--- src/sv/heap_usage_tracker_macros.svh ---
// Assertion macros shared by the heap usage tracker RTL.
`ifndef HEAP_USAGE_TRACKER_MACROS_SVH
`define HEAP_USAGE_TRACKER_MACROS_SVH

// Implication checked on every clock edge outside reset.
`define HUT_ASSERT_IMP(lbl, ante, cons, msg) \
  lbl: assert property (@(posedge clk) disable iff (rst) (ante) |-> (cons)) else $error(msg);

// Implication whose consequent is checked in the cycle after the antecedent.
`define HUT_ASSERT_NEXT(lbl, ante, cons, msg) \
  lbl: assert property (@(posedge clk) disable iff (rst) (ante) |=> (cons)) else $error(msg);

`endif

--- src/sv/hut_ram.sv ---
// Generic single-port-write, registered-read RAM.
`default_nettype none
module hut_ram #(
  parameter int WIDTH = 8,
  parameter int DEPTH = 16
) (
  input  wire logic                     clk,
  input  wire logic                     we,
  input  wire logic [$clog2(DEPTH)-1:0] waddr,
  input  wire logic [WIDTH-1:0]         wdata,
  input  wire logic                     re,
  input  wire logic [$clog2(DEPTH)-1:0] raddr,
  output logic      [WIDTH-1:0]         rdata
);
  logic [WIDTH-1:0] mem [DEPTH];

  always_ff @(posedge clk) begin
    if (we) begin
      mem[waddr] <= wdata;
    end
    if (re) begin
      rdata <= mem[raddr];
    end
  end
endmodule
`default_nettype wire

--- config.mk ---
export PLATFORM = sky130hd
export DESIGN_NAME = hut_ram
export DESIGN_NICKNAME = d
export VERILOG_FILES = /design/src/sv/heap_usage_tracker_macros.svh /design/src/sv/hut_ram.sv
export SDC_FILE = /design/constraint.sdc
export NUM_CORES = 1
export LEC_CHECK = 0
export BUFFER_PORTS_ARGS = -buffer_cell sky130_fd_sc_hd__buf_2
export CORE_ASPECT_RATIO = 1.75
export CORE_MARGIN = 1
export CORE_UTILIZATION = 60
export DETAILED_ROUTE_END_ITERATION = 7
export GPL_TIMING_DRIVEN = 0
export PLACE_DENSITY = 0.78
export SETUP_SLACK_MARGIN = 0.5
export SLEW_MARGIN = 10
export SYNTH_ARGS = -nofsm -noshare
export SYNTH_HDL_FRONTEND = slang
export SYNTH_SLANG_ARGS = --single-unit
export TNS_END_PERCENT = 30
--- constraint.sdc ---
create_clock -name clk -period 2.6 [get_ports clk]
set_input_delay 0.52 -clock clk [delete_from_list [all_inputs] [get_ports clk]]
set_output_delay 0.52 -clock clk [all_outputs]
set_load 0.05 [all_outputs]
==> results.sh <==
export IMPL_cp_end_kind="flop"
export IMPL_final_area_um2=6020
export IMPL_ys_async_sr_fraction=0
export IMPL_synthFlopType="edfxtp_1"
export IMPL_outcome="finished clean"
export IMPL_grt_pass1_wl_um=14600
export IMPL_routed_wl_um=9410
export IMPL_finalClockSkew_ns=0.00504
export IMPL_clock_latency_ns=0.41
export IMPL_die_h_um=125
export IMPL_synth_seq_cells=136
export IMPL_place_congestion=0.810
export IMPL_gr_total_overflow=0
export IMPL_die_w_um=72.6
export IMPL_die_area_um2=9100
export IMPL_hold_violations=0
export IMPL_postCtsResizedCells=1
export IMPL_wl_met3_um=483
export IMPL_worstSetupPathType="in2reg"
export IMPL_maxSlewHeadroom=0.464
export IMPL_grt_antenna_before_repair=0
export IMPL_fp_row_count=44
export IMPL_cts_setup_buffers=0
export IMPL_syn_avg_cell_area_um2=22.8
export IMPL_area_growth_pct=15.1
export IMPL_cts_buffers=17
export IMPL_ioPinCount=27
export IMPL_place_area_um2=5500
export IMPL_hpwl_um=6050
export IMPL_worst_setup_path_start_kind="primary input"
export IMPL_slew_violations=0
export IMPL_wl_met2_um=5040
export IMPL_antennaDiodeCount=0
export IMPL_num_nets_final=292
export IMPL_synth_cell_type_count=18
export IMPL_crit_chain="buf_2 -> or3b_2 -> nor3_2"
export IMPL_drc_errors=0
export IMPL_crit_family="simple AND/OR/NAND/NOR gates"
export IMPL_synth_edf_count=136
export IMPL_yosysSeqAreaShare=0.781
export IMPL_instances_no_fill=398
export IMPL_setup_viol=0
export IMPL_cap_viol_max_count=0
export IMPL_fin_ws_ns=0.866
export IMPL_io_buffers=25
export IMPL_period_share=0.667
export IMPL_cts_buffer_depth=2
export IMPL_drt_iter0_drc=209
export IMPL_first_pass_iters=4
export IMPL_power_leakage_uw=0.00200
export IMPL_dr_max_layer_used="met4"
export IMPL_fillers=514
export IMPL_grt_pass1_vias=2538
export IMPL_cp_slowest_cell="nor3_2"
export IMPL_met1_length_um=3620
export IMPL_hold_buffers=0
export IMPL_critPathMaxFanout=8
export IMPL_syn_nets=248
export IMPL_grt_start_max_net_pins=17
export IMPL_track_usage=0.240
export IMPL_fmax_mhz=577
export IMPL_tritoncts="done"
export IMPL_powerDensity_nw_per_um2=798
export IMPL_final_core_util=0.719
export IMPL_cts_clk_slew_worst_paths_ns=0.05
export IMPL_seqCellArea_um2=4080
export IMPL_worstPathArrival_ns=1.77
export IMPL_netlist_area_um2=5230
export IMPL_post_drt_wl_per_cell_um=23.7
export IMPL_num_vias=2382
export IMPL_root_buffer="clkbuf_16"
export IMPL_start_util=0.625
export IMPL_pre_cts_slack_ns=0.0379
export IMPL_dp_cells=369
export IMPL_drive_above_1_share=0.279
export IMPL_fin_tns_setup_ns=0
export IMPL_critPathRequiredTime_ns=2.63
export IMPL_post_drt_via_cell_ratio=5.98
export IMPL_syn_inst=229
export IMPL_ir_drop_mv=0.675
export IMPL_slowest_delay_ns=0.60
export IMPL_crit_buf_inv=1
export IMPL_ant_nets=0
export IMPL_rsz0062_at_grt="false"
export IMPL_core_area_um2=8370
export IMPL_min_period_ns=1.73
export IMPL_htreeDepth=4
export IMPL_tightest_slew_ns=0.800
export IMPL_ys_warn_count=0
export IMPL_multi_input_area_um2=1080
export IMPL_hp_class="in2reg"
export IMPL_clkSinkCount=136
[synth_stat cells, drive strengths merged, types with 2 or more instances]
library cell   number  area, um2
a22oi              16        120
buf                 7       56.3
clkdlybuf4s25       3       30.0
edfxtp            136       4080
mux4               32        773
nand2               9       33.8
nand2b              2       12.5
nand3b              2       15.0
nor2               13       48.8
nor3                4       20.0
[state kept, by name (all words and copies together) (netlist names)]
register and count:
rdata 8, mem 128
[cells in the final DEF, fill, tap and decap left out]
master and instances:
buf_2 28, mux4_1 14, and2b_1 1, nor2b_1 1
clkbuf_1 5, clkdlybuf4s25_2 3, buf_4 1, or3b_2 1
nand2b_1 2, edfxtp_1 136, mux4_2 18, nor2_1 13
and2_1 1, nor3_2 4, clkbuf_16 17, nand3b_1 2
bufinv_16 1, nand3_1 1, clkinv_2 3, nand2_1 9
buf_6 3, clkinv_1 3, a22oi_1 16
[report_power, final]
group | total (uW) | switching [uW] | internal (uW)
Sequential | 2480 | 10.4 | 2470
Combinational | 267 | 171 | 95.6
Clock | 2050 | 772 | 1280
Total | 4800 | 954 | 3850
[through the flow]
stage / hold WS (ns) / total power [uW]
after detailed placement: 0.751 / 2790
after CTS: 0.443 / 4810
final: 0.451 / 4800
after global placement: 0.731 / 2780
after floorplan: 0.619 / 2690
after global routing: 0.450 / 4920
[cell type report]
class,instances,area share
tap,115,0.0239
sequential,136,0.679
timing repair buffer,25,0.0208
multi-input combinational,83,0.179
clock buffer,22,0.0738
buffer,10,0.0143
clock inverter,7,0.00936
[path summary, 6_finish.rpt]
| check | start | endpoint | slack [ns] | cells after the start |
|---|---|---|---|---|
| worst max-delay path | waddr[2] | mem[0][1]$_DFFE_PP_ | 0.87 | 3 |
| worst min-delay path | re | rdata[0]$_DFFE_PP_ | 0.45 | 1 |
| worst max register to register | mem[2][1]$_DFFE_PP_ | rdata[1]$_DFFE_PP_ | 1.01 | 3 |
| worst min register to register | mem[11][6]$_DFFE_PP_ | rdata[6]$_DFFE_PP_ | 0.76 | 3 |
[per-layer routing]
layer,track usage,vias to the layer above
li1,-,1065
met1,0.299,1211
met2,0.391,91
met3,0.0645,15
met4,0.111,0
met5,0,-
[logic make-up (layout without fill, tap and decap cells)]
kind of cell           count (synthesis)  after routing  share of synthesized area
AO/OA/AOI/OAI                         16             16                     0.0230
buffers and inverters                 10             64                     0.0165
flip-flops                           136            136                      0.781
multiplexers                          32             32                      0.148
AND/OR/NAND/NOR                       35             35                     0.0314
(Power assumes the default switching activity.)
